--- src/hdl/filament_bending_force_stencil_defines.svh ---
// assertion macros shared by the filament bending force stencil rtl
`ifndef FILAMENT_BENDING_FORCE_STENCIL_DEFINES_SVH
`define FILAMENT_BENDING_FORCE_STENCIL_DEFINES_SVH

// condition that holds at every clock edge out of reset
`define FBFS_ASSERT_ALWAYS(label, clk, rstn, cond, msg) \
    label: assert property (@(posedge clk) disable iff (!(rstn)) (cond)) else $error(msg);

// consequence that holds on the clock edge after the antecedent
`define FBFS_ASSERT_NEXT(label, clk, rstn, ante, cons, msg) \
    label: assert property (@(posedge clk) disable iff (!(rstn)) (ante) |=> (cons)) \
        else $error(msg);

`endif

--- src/hdl/fbfs_pkg.sv ---
// shared types and constants of the filament bending force stencil
package fbfs_pkg;

    localparam int AXES_DEF        = 3;
    localparam int VALUE_WIDTH_DEF = 32;
    localparam int MAX_AXES        = 3;
    localparam int FIELD_W         = 32;
    localparam int RIG_W           = 32;
    localparam int FRAC_W          = 16;
    localparam int MAX_RES         = 3;

    typedef struct packed {
        logic signed [FIELD_W-1:0] coord_a;
        logic signed [FIELD_W-1:0] coord_b;
        logic signed [FIELD_W-1:0] coord_c;
        logic signed [FIELD_W-1:0] force_in_a;
        logic signed [FIELD_W-1:0] force_in_b;
        logic signed [FIELD_W-1:0] force_in_c;
        logic                      final_point;
    } point_t;

    typedef struct packed {
        logic signed [FIELD_W-1:0] force_out_a;
        logic signed [FIELD_W-1:0] force_out_b;
        logic signed [FIELD_W-1:0] force_out_c;
        logic                      end_of_filament;
    } force_t;

    // what a force cell adds to its held force
    typedef enum logic [1:0] {
        OP_PASS,
        OP_SUB,
        OP_ADD2
    } cell_op_t;

endpackage

--- src/hdl/fbfs_scale.sv ---
// one axis lane: second difference times rigidity, rounded and capped, three stages
module fbfs_scale #(
    parameter int VALUE_WIDTH = fbfs_pkg::VALUE_WIDTH_DEF
) (
    input  logic                              aclk,
    input  logic                              en,
    input  logic [fbfs_pkg::RIG_W-1:0]        rigidity,
    input  logic signed [VALUE_WIDTH+1:0]     diff,
    output logic signed [VALUE_WIDTH+1:0]     term
);

    localparam int MW  = VALUE_WIDTH + 2;
    localparam int HW  = MW - fbfs_pkg::FRAC_W;
    localparam int PHW = fbfs_pkg::RIG_W + HW;
    localparam int PLW = fbfs_pkg::RIG_W + fbfs_pkg::FRAC_W;
    localparam int QW  = PHW + 1;
    localparam int RW  = PLW + 1 - fbfs_pkg::FRAC_W;

    logic signed [MW-1:0]  diff_reg;
    logic [MW-1:0]         mag;
    logic                  neg_reg;
    logic [PHW-1:0]        phi_reg;
    logic [PLW-1:0]        plo_reg;
    logic [PLW:0]          rnd_sum;
    logic [QW-1:0]         q;
    logic [VALUE_WIDTH:0]  qcap;
    logic [MW-1:0]         tmag;
    logic signed [MW-1:0]  term_next;
    logic signed [MW-1:0]  term_reg;

    // magnitude split into integer and fraction parts
    assign mag = diff_reg[MW-1] ? (MW'(0) - MW'(diff_reg)) : MW'(diff_reg);

    // round to nearest, ties away from zero, on the magnitude
    assign rnd_sum = {1'b0, plo_reg} + (PLW+1)'(1 << (fbfs_pkg::FRAC_W - 1));
    assign q       = QW'(phi_reg) + QW'(rnd_sum[PLW:fbfs_pkg::FRAC_W]);
    assign qcap    = (q > (QW'(1) << VALUE_WIDTH)) ? {1'b1, {VALUE_WIDTH{1'b0}}}
                                                   : q[VALUE_WIDTH:0];
    assign tmag      = MW'(qcap);
    assign term_next = neg_reg ? (MW'(0) - tmag) : tmag;

    always_ff @(posedge aclk) begin
        if (en) begin
            diff_reg <= diff;
            neg_reg  <= diff_reg[MW-1];
            phi_reg  <= PHW'(rigidity) * PHW'(mag[MW-1:fbfs_pkg::FRAC_W]);
            plo_reg  <= PLW'(rigidity) * PLW'(mag[fbfs_pkg::FRAC_W-1:0]);
            term_reg <= term_next;
        end
    end

    assign term = term_reg;

    // rounded width checked against the sum operand
    if (RW > QW) begin : g_bad_width
        $error("rounding width exceeds sum width");
    end

endmodule

--- config.mk ---
export PLATFORM = sky130hd
export DESIGN_NAME = fbfs_scale
export DESIGN_NICKNAME = d
export VERILOG_FILES = /design/src/hdl/filament_bending_force_stencil_defines.svh /design/src/hdl/fbfs_pkg.sv /design/src/hdl/fbfs_scale.sv
export SDC_FILE = /design/constraint.sdc
export NUM_CORES = 2
export LEC_CHECK = 0
export ABC_CLOCK_PERIOD_IN_PS = 25900
export BUFFER_PORTS_ARGS = -buffer_cell sky130_fd_sc_hd__buf_4
export CORE_MARGIN = 10
export CORE_UTILIZATION = 30
export DETAILED_ROUTE_END_ITERATION = 16
export SLEW_MARGIN = 10
export SYNTH_ARGS = -nofsm -noshare
export SYNTH_HDL_FRONTEND = slang
export SYNTH_SLANG_ARGS = --single-unit
--- constraint.sdc ---
create_clock -name aclk -period 25.9 [get_ports aclk]
set_input_delay 1.295 -clock aclk [delete_from_list [all_inputs] [get_ports aclk]]
set_output_delay 1.295 -clock aclk [all_outputs]
set_load 0.02 [all_outputs]
==> summary.md <==
| Metric | Value |
|---|---|
| Gr usage total | 14.9% |
| Most frequent cells in the layout | 1104 x inv_1, 898 x fa_1, 822 x nand2_1 |
| Seq/Total Area, Yosys | 10.5% |
| Met3 usage | 2.77% |
| Final wirelength | 120000 um |
| Crit path max fanout | 32 |
| Fraction of layout cells with a size suffix above 1 | 4.96% |
| CTS tree | built |
| Measured slew at the worst slew-check pin | 1170 ps |
| Setup repair bufs after CTS | 0 |
| CP peak stage delay | 590 ps |
| Critical Path RT | 26140 ps |
| Chip Height | 401 um |
| Arr. time, crit path | 10370 ps |
| Fin crit share | 39.1% |
| Antenna Nets Post-Route | 0 |
| Critical path class | reg -> reg |
| Final Hold Viols | 0 |
| ANT cells | 0 |
| Vias in the first global route | 34600 |
| Syn avg cell area | 8.85 um^2 |
| Setup crit start kind | flip-flop |
| Root Buffer | clkbuf_16 |
| Initial antenna violation count | 7 |
| Max Clock Skew | 19.3 ps |
| Total gr overflow | 0 |
| WP buf/inv | 4 |
| Global-route wire length before repair | 193000 um |
| Commonest non-fill, non-tap cell in the layout | inv_1 |
| Max-slew violation count | 0 |
| Die Width | 401 um |
| Post-synth EDFFs | 152 |
| First DRT Iteration DRCs | 2237 |
| Area Overhead vs Synth | 7.93% |
| Clock insertion delay at the later pin of the skew report | 500 ps |
| Core box area | 0.144 mm^2 |
| Ys flop type | edfxtp_1 |
| Largest register FFs | 50 |
| Io pins | 102 |
| CTS max path bufs | 2 |
| Hpwl dp | 93900 um |
| First-pass DRT Iterations | 6 |
| Crit path max-delay family | adder cells |
| Num CTS Buffers | 17 |
| Reg area | 0.00456 mm^2 |
| #FFs+latches synth | 152 |
| TNS Setup | 0 ps |
| Cell Rows | 139 |
| Unique cell type count in the Yosys netlist | 91 |
| Routability Congestion | 0.859 |
| Initial core utilization | 30.3% |
| Cell count after synthesis | 4921 |
| H-tree level count | 4 |
| Hold_buf cts | 0 |
| Critical Path Most Common Cell | fa_1 |
| Crit. End Element | flip-flop |
| GRT met1 Usage | 20.6% |
| GR peak layer | met2 |
| Port bufs | 101 |
| DIE AREA | 0.161 mm^2 |
| Unrepaired setup endpoints after global routing | false |
| Synth warn | 0 |
| Relative slew slack | 22.3% |
| Fmax | 98.7 MHz |
| Async S/R FF share, synth | 0% |
| Met2 usage | 24.2% |
| Nets | 6092 |
| Status | finished, final reports clean |
| CTS resizes | 0 |
| Period minus WS final | 10130 ps |
| Largest net degree at the start of global routing | 65 |
| Clock transition at path regs | 80 ps |
| Crit-path slowest cell | or4_4 |
| Tightest Hold Check Type | reg -> reg |
| Area of the multi-input gates | 0.0342 mm^2 |
| WL per Instance | 17.7 um |
| Clk sink count | 152 |
| # DRC | 0 |
| Cell area after synthesis | 0.0435 mm^2 |
| FILL cells | 14900 |
| Synthesized Nets | 6164 |
| Via density | 4.84 |
| Max-Cap Viols | 0 |
| Vias | 32700 |
| Final setup viols | 0 |
-- layer usage --
| metal | up-vias | routed length [um] |
|---|---|---|
| met3 | 122 | 8370 |
| met5 | - | 9 |
| met4 | 2 | 1930 |
| li1 | 14800 | - |
| met2 | 1008 | 55000 |
| met1 | 16800 | 54600 |
-- worst paths after layout --
path                     from     endpoint  slack [ps]  cells past startpoint
setup / recovery  diff_reg[8]  phi_reg[48]       15770                     31
setup reg to reg  diff_reg[8]  phi_reg[48]       15770                     31
hold / removal     phi_reg[0]      term[0]         810                      2
hold reg to reg    phi_reg[0]      term[0]         810                      2
-- cell type report --
| type | count | area share [%] |
|---|---|---|
| Clock buffer | 17 | 0.905 |
| Clock inverter | 15 | 0.391 |
| Inverter | 1105 | 8.83 |
| Multi-Input combinational cell | 3434 | 72.9 |
| Sequential cell | 152 | 9.71 |
| Tap cell | 1903 | 5.07 |
| Timing Repair Buffer | 139 | 2.23 |
-- cells in the mapped netlist, types with 21 or more instances --
library cell | count | area [um^2]
and3_1 | 23 | 144
and2_1 | 395 | 2470
o21ai_0 | 83 | 415
a21oi_1 | 104 | 521
fa_1 | 898 | 18000
a211oi_1 | 23 | 173
clkbuf_1 | 211 | 792
xnor2_1 | 127 | 1110
ha_1 | 277 | 3470
edfxtp_1 | 152 | 4560
a21o_1 | 68 | 510
o211ai_1 | 21 | 158
nor3_1 | 54 | 270
nand2_1 | 822 | 3090
o21a_1 | 22 | 165
nor2_1 | 127 | 477
xor2_1 | 45 | 394
inv_1 | 1104 | 4140
nand3_1 | 55 | 275
nand4_1 | 29 | 181
-- cells by family (layout without fill, tap and decap cells) --
kind of cell,count (synthesis),count (layout),share of synthesized area (%)
AO/OA/AOI/OAI,455,455,7.06
XOR/XNOR,172,172,3.46
buffers and inverters,1335,1276,11.6
flip-flops,152,152,10.5
adder cells (fa/ha/maj),1175,1175,49.2
multiplexers,11,11,0.261
AND/OR/NAND/NOR,1621,1621,17.9
-- metrics by stage --
stage / cell area, um^2 / util [%] / instances / worst slack (ps) / hold slack (ps)
2_1_floorplan: 43500 / - / 4921 / 17030 / 542
3_3_place_gp: 46400 / 32.3 / 6733 / 15920 / 777
3_5_place_dp: 46400 / 32.3 / 6733 / 15780 / 780
4_1_cts: 47000 / 32.7 / 6765 / 15780 / 811
5_1_grt: 47000 / 32.7 / 6765 / 15060 / 825
6_report: 47000 / 32.7 / 6765 / 15770 / 815
-- worst reg2reg max path, delay by kind of cell, from the launching register on --
kind | cells | cell delay [ps]
AO/OA/AOI/OAI | 10 | 2680
buffers and inverters | 4 | 480
XOR/XNOR | 2 | 260
AND/OR/NAND/NOR | 8 | 2730
adder cells (fa/ha/maj) | 7 | 3260
flip-flops | 1 | 480
Power is not shown: default switching activity piles up to over one toggle a cycle in this logic, so the estimate is an artifact.
