## src/hdl/filament_bending_force_stencil_defines.svh

```systemverilog
// assertion macros shared by the filament bending force stencil rtl
`ifndef FILAMENT_BENDING_FORCE_STENCIL_DEFINES_SVH
`define FILAMENT_BENDING_FORCE_STENCIL_DEFINES_SVH

// condition that holds at every clock edge out of reset
`define FBFS_ASSERT_ALWAYS(label, clk, rstn, cond, msg) \
    label: assert property (@(posedge clk) disable iff (!(rstn)) (cond)) else $error(msg);

// consequence that holds on the clock edge after the antecedent
`define FBFS_ASSERT_NEXT(label, clk, rstn, ante, cons, msg) \
    label: assert property (@(posedge clk) disable iff (!(rstn)) (ante) |=> (cons)) \
        else $error(msg);

`endif

```

## src/hdl/fbfs_pkg.sv

```systemverilog
// shared types and constants of the filament bending force stencil
package fbfs_pkg;

    localparam int AXES_DEF        = 3;
    localparam int VALUE_WIDTH_DEF = 32;
    localparam int MAX_AXES        = 3;
    localparam int FIELD_W         = 32;
    localparam int RIG_W           = 32;
    localparam int FRAC_W          = 16;
    localparam int MAX_RES         = 3;

    typedef struct packed {
        logic signed [FIELD_W-1:0] coord_a;
        logic signed [FIELD_W-1:0] coord_b;
        logic signed [FIELD_W-1:0] coord_c;
        logic signed [FIELD_W-1:0] force_in_a;
        logic signed [FIELD_W-1:0] force_in_b;
        logic signed [FIELD_W-1:0] force_in_c;
        logic                      final_point;
    } point_t;

    typedef struct packed {
        logic signed [FIELD_W-1:0] force_out_a;
        logic signed [FIELD_W-1:0] force_out_b;
        logic signed [FIELD_W-1:0] force_out_c;
        logic                      end_of_filament;
    } force_t;

    // what a force cell adds to its held force
    typedef enum logic [1:0] {
        OP_PASS,
        OP_SUB,
        OP_ADD2
    } cell_op_t;

endpackage

```

## src/hdl/fbfs_cell.sv

```systemverilog
// one point slot of the force window: held force plus a saturating update
module fbfs_cell #(
    parameter int AXES        = fbfs_pkg::AXES_DEF,
    parameter int VALUE_WIDTH = fbfs_pkg::VALUE_WIDTH_DEF
) (
    input  logic                          aclk,
    input  logic                          load,
    input  logic signed [VALUE_WIDTH-1:0] load_val [AXES],
    input  fbfs_pkg::cell_op_t            op,
    input  logic signed [VALUE_WIDTH+1:0] term     [AXES],
    output logic signed [VALUE_WIDTH-1:0] upd      [AXES]
);

    localparam int SW = VALUE_WIDTH + 3;
    localparam logic signed [SW-1:0] VMAX_S = {4'b0000, {(VALUE_WIDTH-1){1'b1}}};
    localparam logic signed [SW-1:0] VMIN_S = {4'b1111, {(VALUE_WIDTH-1){1'b0}}};

    logic signed [VALUE_WIDTH-1:0] force_reg [AXES];
    logic signed [SW-1:0]          addend    [AXES];
    logic signed [SW-1:0]          sum       [AXES];

    always_comb begin
        for (int d = 0; d < AXES; d++) begin
            case (op)
                fbfs_pkg::OP_SUB:  addend[d] = SW'(0) - SW'(term[d]);
                fbfs_pkg::OP_ADD2: addend[d] = SW'(term[d]) <<< 1;
                default:           addend[d] = '0;
            endcase
            sum[d] = SW'(force_reg[d]) + addend[d];
            if (sum[d] > VMAX_S) begin
                upd[d] = VMAX_S[VALUE_WIDTH-1:0];
            end else if (sum[d] < VMIN_S) begin
                upd[d] = VMIN_S[VALUE_WIDTH-1:0];
            end else begin
                upd[d] = sum[d][VALUE_WIDTH-1:0];
            end
        end
    end

    always_ff @(posedge aclk) begin
        if (load) begin
            force_reg <= load_val;
        end
    end

endmodule

```

## config.mk

```make
export PLATFORM = sky130hd
export DESIGN_NAME = fbfs_cell
export DESIGN_NICKNAME = d
export VERILOG_FILES = /design/src/hdl/filament_bending_force_stencil_defines.svh /design/src/hdl/fbfs_pkg.sv /design/src/hdl/fbfs_cell.sv
export SDC_FILE = /design/constraint.sdc
export NUM_CORES = 1
export LEC_CHECK = 0
export ABC_AREA = 1
export BUFFER_PORTS_ARGS = -buffer_cell sky130_fd_sc_hd__buf_2
export CAP_MARGIN = 10
export CORE_MARGIN = 4
export CORE_UTILIZATION = 40
export CTS_CLUSTER_DIAMETER = 50
export DETAILED_ROUTE_END_ITERATION = 8
export GPL_TIMING_DRIVEN = 0
export RECOVER_POWER = 100
export SLEW_MARGIN = 20
export SYNTH_ARGS = -nofsm -noshare
export SYNTH_HDL_FRONTEND = slang
export SYNTH_SLANG_ARGS = --single-unit
```

## constraint.sdc

```tcl
create_clock -name aclk -period 5 [get_ports aclk]
set_clock_uncertainty 0.1 [all_clocks]
set_input_delay 0.75 -clock aclk [delete_from_list [all_inputs] [get_ports aclk]]
set_output_delay 0.75 -clock aclk [all_outputs]
set_load 0.01 [all_outputs]
```

==> results of run 1 <==
cells in the final DEF (no fill, tap or decap), types with 17 or more instances in the layout:
master / count
buf_4: 150
a21oi_2: 36
inv_2: 20
nand4_1: 42
ha_4: 28
nand3_2: 21
nor3_1: 35
nor2_1: 205
o21ai_1: 28
buf_2: 267
xor2_1: 50
nand2_1: 787
o21ai_0: 50
inv_1: 328
nor2_4: 36
nand2_2: 98
buf_6: 59
xnor2_1: 24
ha_1: 72
o21ai_2: 20
nand3_1: 110
nand2_4: 39
o22ai_1: 17
nor2_2: 57
a21oi_1: 88
edfxtp_1: 96
timing repair:
item                                    4_1_cts  5_1_grt
endpoints found under the setup margin       96       96
cloned                                       12        3
setup buffers                               116       37
gates resized for setup                     412      253
hold buffers                                  0        0
hold endpoints to repair                      0        0
pin swaps                                   146      129
per-stage QoR:
| step | power (mW) | std cells | TNS, ns | hold slack, ns | setup WS, ns |
|---|---|---|---|---|---|
| 6_report | 4.490 | 3436 | -5.802 | 0.4191 | -0.1721 |
| 2_1_floorplan | 2.287 | 2487 | 0 | 0.7489 | 0.2254 |
| 3_5_place_dp | 3.007 | 3246 | -159.74 | 0.8281 | -1.815 |
| 3_3_place_gp | 2.996 | 3245 | -163.69 | 0.8266 | -1.870 |
| 4_1_cts | 4.229 | 3387 | -5.278 | 0.4090 | -0.1814 |
| 5_1_grt | 4.783 | 3433 | -24.16 | 0.4040 | -0.3318 |
report_power, final:
part	leakage (nW)	switching, mW	internal, mW
Clock	0.156	0.364	0.439
Combinational	9.37	1.56	1.13
Sequential	0.940	0.0434	0.961
routing by layer:
layer / part of all wire / global-route usage
met5: 0.0018 / 0
met2: 0.47 / 0.4933
met1: 0.43 / 0.3946
met3: 0.074 / 0.05352
met4: 0.025 / 0.08105
cells in the mapped netlist, types with 12 or more instances:
cell type  instances
nand2_1          896
inv_1            353
nor2_1           279
nand3_1          133
a21oi_1          128
ha_1             107
edfxtp_1          96
o21ai_0           94
xor2_1            50
nor3_1            43
nand4_1           42
nand2_2           31
o22ai_1           25
xnor2_1           24
clkbuf_1          21
nor2_2            18
a31oi_1           15
nor4_1            13
o32ai_1           13
buf_6             12
cell families (layout without fill, tap and decap cells):
| family | Yosys count | after routing | share of synthesized area |
|---|---|---|---|
| adder cells (fa/ha/maj) | 110 | 110 | 0.09592 |
| buffers and inverters | 400 | 879 | 0.1108 |
| other | 0 | 9 | 0 |
| AND/OR/NAND/NOR | 1493 | 1493 | 0.4296 |
| AO/OA/AOI/OAI | 314 | 314 | 0.1216 |
| XOR/XNOR | 74 | 74 | 0.04444 |
| flip-flops | 96 | 96 | 0.1977 |
how the worst max path moves through the flow:
stage                     slack (ns)       to  startpoint
after floorplan                 0.23  upd[69]       op[0]
after global placement         -1.87  upd[90]       op[0]
after detailed placement       -1.82  upd[85]       op[0]
after CTS                      -0.18  upd[52]    term[35]
after global routing           -0.33  upd[47]    term[37]
final                          -0.17  upd[47]    term[36]
cell type report:
type                    instances  area, um^2
clock inverters                 7       95.09
well taps                     461       576.8
multi-input cells            1991       12070
flip-flops and latches         96        2883
diodes                          9       22.52
repair buffers                466        3072
inverters                     359        1393
fillers                      3581       14990
clock buffers                   9       225.2
plain buffers                  38       417.9
==> impl_metrics.ini, run 1 <==
[floorplan]
dieArea_um2 = 39580
die_h_um = 198.9
num_io_pins = 298
fp-row-count = 69
die_w_um = 198.9
core_area_um2 = 35740
initial_core_util = 0.4080

[clocking]
htreeDepth = 3
cts_buffer_depth = 2
numCtsBuffers = 9
clockRootBuffer = clkbuf_16
cts_tree = yes
cts.sinks = 96
clkSlewWorstSetupHoldPaths_ns = 0.08

[critical_path]
crit_arrival_ns = 4.32
startpoint_type = primary input
max_stage_delay_ns = 0.31
critPathBufInv = 8
required_ns = 4.15
crit_path_frequent_cell = nand2_4
crit_cells = 28
crit_type = primary input to primary output
cp-end-kind = primary output
worstPathMaxFanout = 5
slowest_stage = ha_4
cpLargestDelayFamily = simple AND/OR/NAND/NOR gates

[global_route]
antenna_found_initial = 17
grt_usage = 0.2957
grt_pass1_wl_um = 91630
overflow = 0
grt_max_degree = 55
grt_pass1_vias = 17390

[sta]
fin_ws_ns = -0.1721
setup_violations = 62
fin_crit_sh = 1.034
rsz0062_at_grt = true
max_freq_ghz = 0.1933
fin_crit_ns = 5.172
slew_headroom = -0.8209
hold_viol = 0
final_max_slew_viol_count = 44
worstMarginPinSlew_ns = 2.731

[detailed_routing]
num_vias = 18180
wl_um = 61390
antenna_left = 0
viasPerCell = 5.292
first_pass_iters = 6
drt_iter0_markers = 1393
drcViolationCount = 0
post_drt_wl_per_cell_um = 17.87

[yosys]
synth_cells = 2487
ys_ff_latch = 96
synth-seq-area-share = 0.1977
yosysWarnings = 0
synth_flop_cell = edfxtp_1
yosysUniqueCellTypes = 49
synth_area_leader_cell = nand2_1
synth_area_leaders = nand2_1, edfxtp_1, ha_1
synth_edf_count = 96
synth_top_cell_area_share = 0.2306
syn_nets = 2799
syn_area_per_cell_um2 = 5.864
synthesis.area_um2 = 14580
synth-async-reset-ratio = 0

[final_layout]
finish.utilization = 0.5807
largest_reg_flops = 96
drive_gt1_frac = 0.3237
area_growth_pct = 42.33
final_cell_area_um2 = 20760
fin_nets = 3273

[placement]
portBuffers = 297
globalplace.congestion = 0.9759
dpl.hpwl_um = 48280
place_area_um2 = 16680

[worst_hold_path]
hold_depth = 1
min_to = force_reg[84]
min-delay-start = load_val[84]
hold_path.class = primary input to flop

[run_status]
violations = max-capacitance violations, max-slew violations, negative setup slack
outcome = finished with violations

[pwr]
ir_drop_v = 0.0001869
p_per_area_nw_per_um2 = 216.3
leakagePower_nw = 10.46

[run]
maxCapViolations = 1
Note: power is estimated with default switching activity, not from simulation.
==> run 2, diff against run 1 <==
--- a/config.mk
+++ b/config.mk
@@ -12,9 +12,9 @@
 export CORE_UTILIZATION = 40
 export CTS_CLUSTER_DIAMETER = 50
 export DETAILED_ROUTE_END_ITERATION = 8
-export GPL_TIMING_DRIVEN = 0
 export RECOVER_POWER = 100
 export SLEW_MARGIN = 20
 export SYNTH_ARGS = -nofsm -noshare
 export SYNTH_HDL_FRONTEND = slang
 export SYNTH_SLANG_ARGS = --single-unit
+export TNS_END_PERCENT = 10
==> run 2 against run 1 <==
Largest cell class unchanged. Sequential power about the same. Routed wire length is 4.7% higher. Hold slack improved by 0.0051 ns. Sequential share of layout area decreased by 1.0 points. The run still ends with max-capacitance violations, max-slew violations, negative setup slack left. Utilization grew 4.6 points. Non-clock buffer count increased by 242. Via count is 5.4% higher. Global-route usage rose by 0.14 points. Largest power group unchanged. Die area did not move. Highest routed layer unchanged. Critical path depth unchanged. First-iteration DRC count is 0.93% lower.
==> impl_metrics.ini, run 2 (synthesis gave the netlist of run 1 again) <==
[clocking]
htreeDepth = 3
cts_tree = yes
holdBufCountCts = 0
clkSlewWorstSetupHoldPaths_ns = 0.08
clockRootBuffer = clkbuf_16
cts_buffer_depth = 2
numCtsBuffers = 9
cts.sinks = 96

[pwr]
power_mw = 4.797
leakagePower_nw = 11.76
p_per_area_nw_per_um2 = 214.3
ir_drop_v = 0.0002041

[global_route]
grt_pass1_vias = 17670
overflow = 0
grt_pass1_wl_um = 92380
antenna_found_initial = 13
grt_max_degree = 63
grt_usage = 0.2970

[final_layout]
fin_nets = 3515
seq_area_um2 = 2883
num-fill-cells = 3412
drive_gt1_frac = 0.3600
stdcell_count = 3677
finish.utilization = 0.6264
multi_input_area_um2 = 11640
final_common_cell = nand2_1
largest_reg_flops = 96
final_cell_mix = nand2_1, buf_4, inv_1, buf_2, nor2_1
area_growth_pct = 53.54

[floorplan]
die_h_um = 198.9
die_w_um = 198.9
fp-row-count = 69
dieArea_um2 = 39580
initial_core_util = 0.4080
num_io_pins = 298
core_area_um2 = 35740

[sta]
setup_tns_ns = -17.02
max_freq_ghz = 0.1913
worstMarginPinSlew_ns = 3.810
setup_violations = 93
fin_crit_ns = 5.227
final_max_slew_viol_count = 63
fin_crit_sh = 1.045
hold_viol = 0
hold_ws_ns = 0.4242
fin_ws_ns = -0.2266
slew_headroom = -1.540
rsz0062_at_grt = true

[critical_path]
worstPathMaxFanout = 6
crit_type = primary input to primary output
startpoint_type = primary input
crit_path_frequent_cell = nand2_2
cp-end-kind = primary output
max_stage_delay_ns = 0.32
crit_arrival_ns = 4.38
required_ns = 4.15
slowest_stage = ha_4

[placement]
dpl.hpwl_um = 50630
placed_cells = 3560
portBuffers = 297
globalplace.congestion = 0.9611

[worst_hold_path]
hold_depth = 1
hold_path.class = primary input to flop

[detailed_routing]
viasPerCell = 5.210
drcViolationCount = 0
antenna_left = 0
drt_iter0_markers = 1380
wl_um = 64300
first_pass_iters = 5
num_vias = 19160
post_drt_wl_per_cell_um = 17.49

[run]
maxCapViolations = 1

[run_status]
outcome = finished with violations
violations = max-capacitance violations, max-slew violations, negative setup slack
[run 2: cell count changes in the layout (fill, tap and decap cells not counted), sizes merged]
| cell | delta |
|---|---|
| inv | +3 |
| clkinv | -3 |
| clkbuf | -5 |
| buf | +247 |
| diode | -1 |
[run 2: final timing paths]
kind	start	to
setup / recovery	term[70]	upd[82]
hold / removal	load_val[78]	force_reg[78]
[run 2: through the flow]
step / cell area, um^2 / setup WS [ns]
2_1_floorplan: 14580 / 0.2254
3_3_place_gp: 19180 / -0.4651
3_5_place_dp: 19180 / -0.5132
4_1_cts: 20490 / -0.2880
5_1_grt: 22390 / -0.4502
6_report: 22390 / -0.2266
[run 2: layout make-up]
type	count	area share
Multi-Input combinational cell	1991	0.5199
Timing Repair Buffer	746	0.2485
Sequential cell	96	0.1288
Inverter	359	0.06153
Tap cell	461	0.02576
Clock buffer	9	0.01006
Clock inverter	7	0.004582
Antenna cell	8	0.0008941
[run 2: worst max-delay path: cells and delay by family]
kind	cells	cell delay, ns
adders and majority gates	1	0.32
AOI/OAI and AO/OA	2	0.28
and+or+nand+nor	19	2.35
buffers and inverters	6	0.67
[run 2: where the power goes]
part           leakage (nW)  switching, mW  total (mW)  internal [mW]
clock network         0.157          0.371       0.816          0.445
registers             0.940         0.0416        1.00          0.961
logic                  10.7           1.64        2.98           1.34
[run 2: what timing repair did]
action | CTS | global route
pin swaps | 58 | 142
setup buffers | 44 | 33
gates cloned | 4 | 13
gates resized for setup | 142 | 365
setup endpoints to repair | 96 | 96
[run 2: layer usage]
layer / vias to the layer above / share of wire / track usage
met5: - / 0.00096 / 0
met4: 10 / 0.022 / 0.07320
met3: 98 / 0.062 / 0.03591
met2: 696 / 0.46 / 0.4916
met1: 8829 / 0.45 / 0.4140
li1: 9525 / - / -
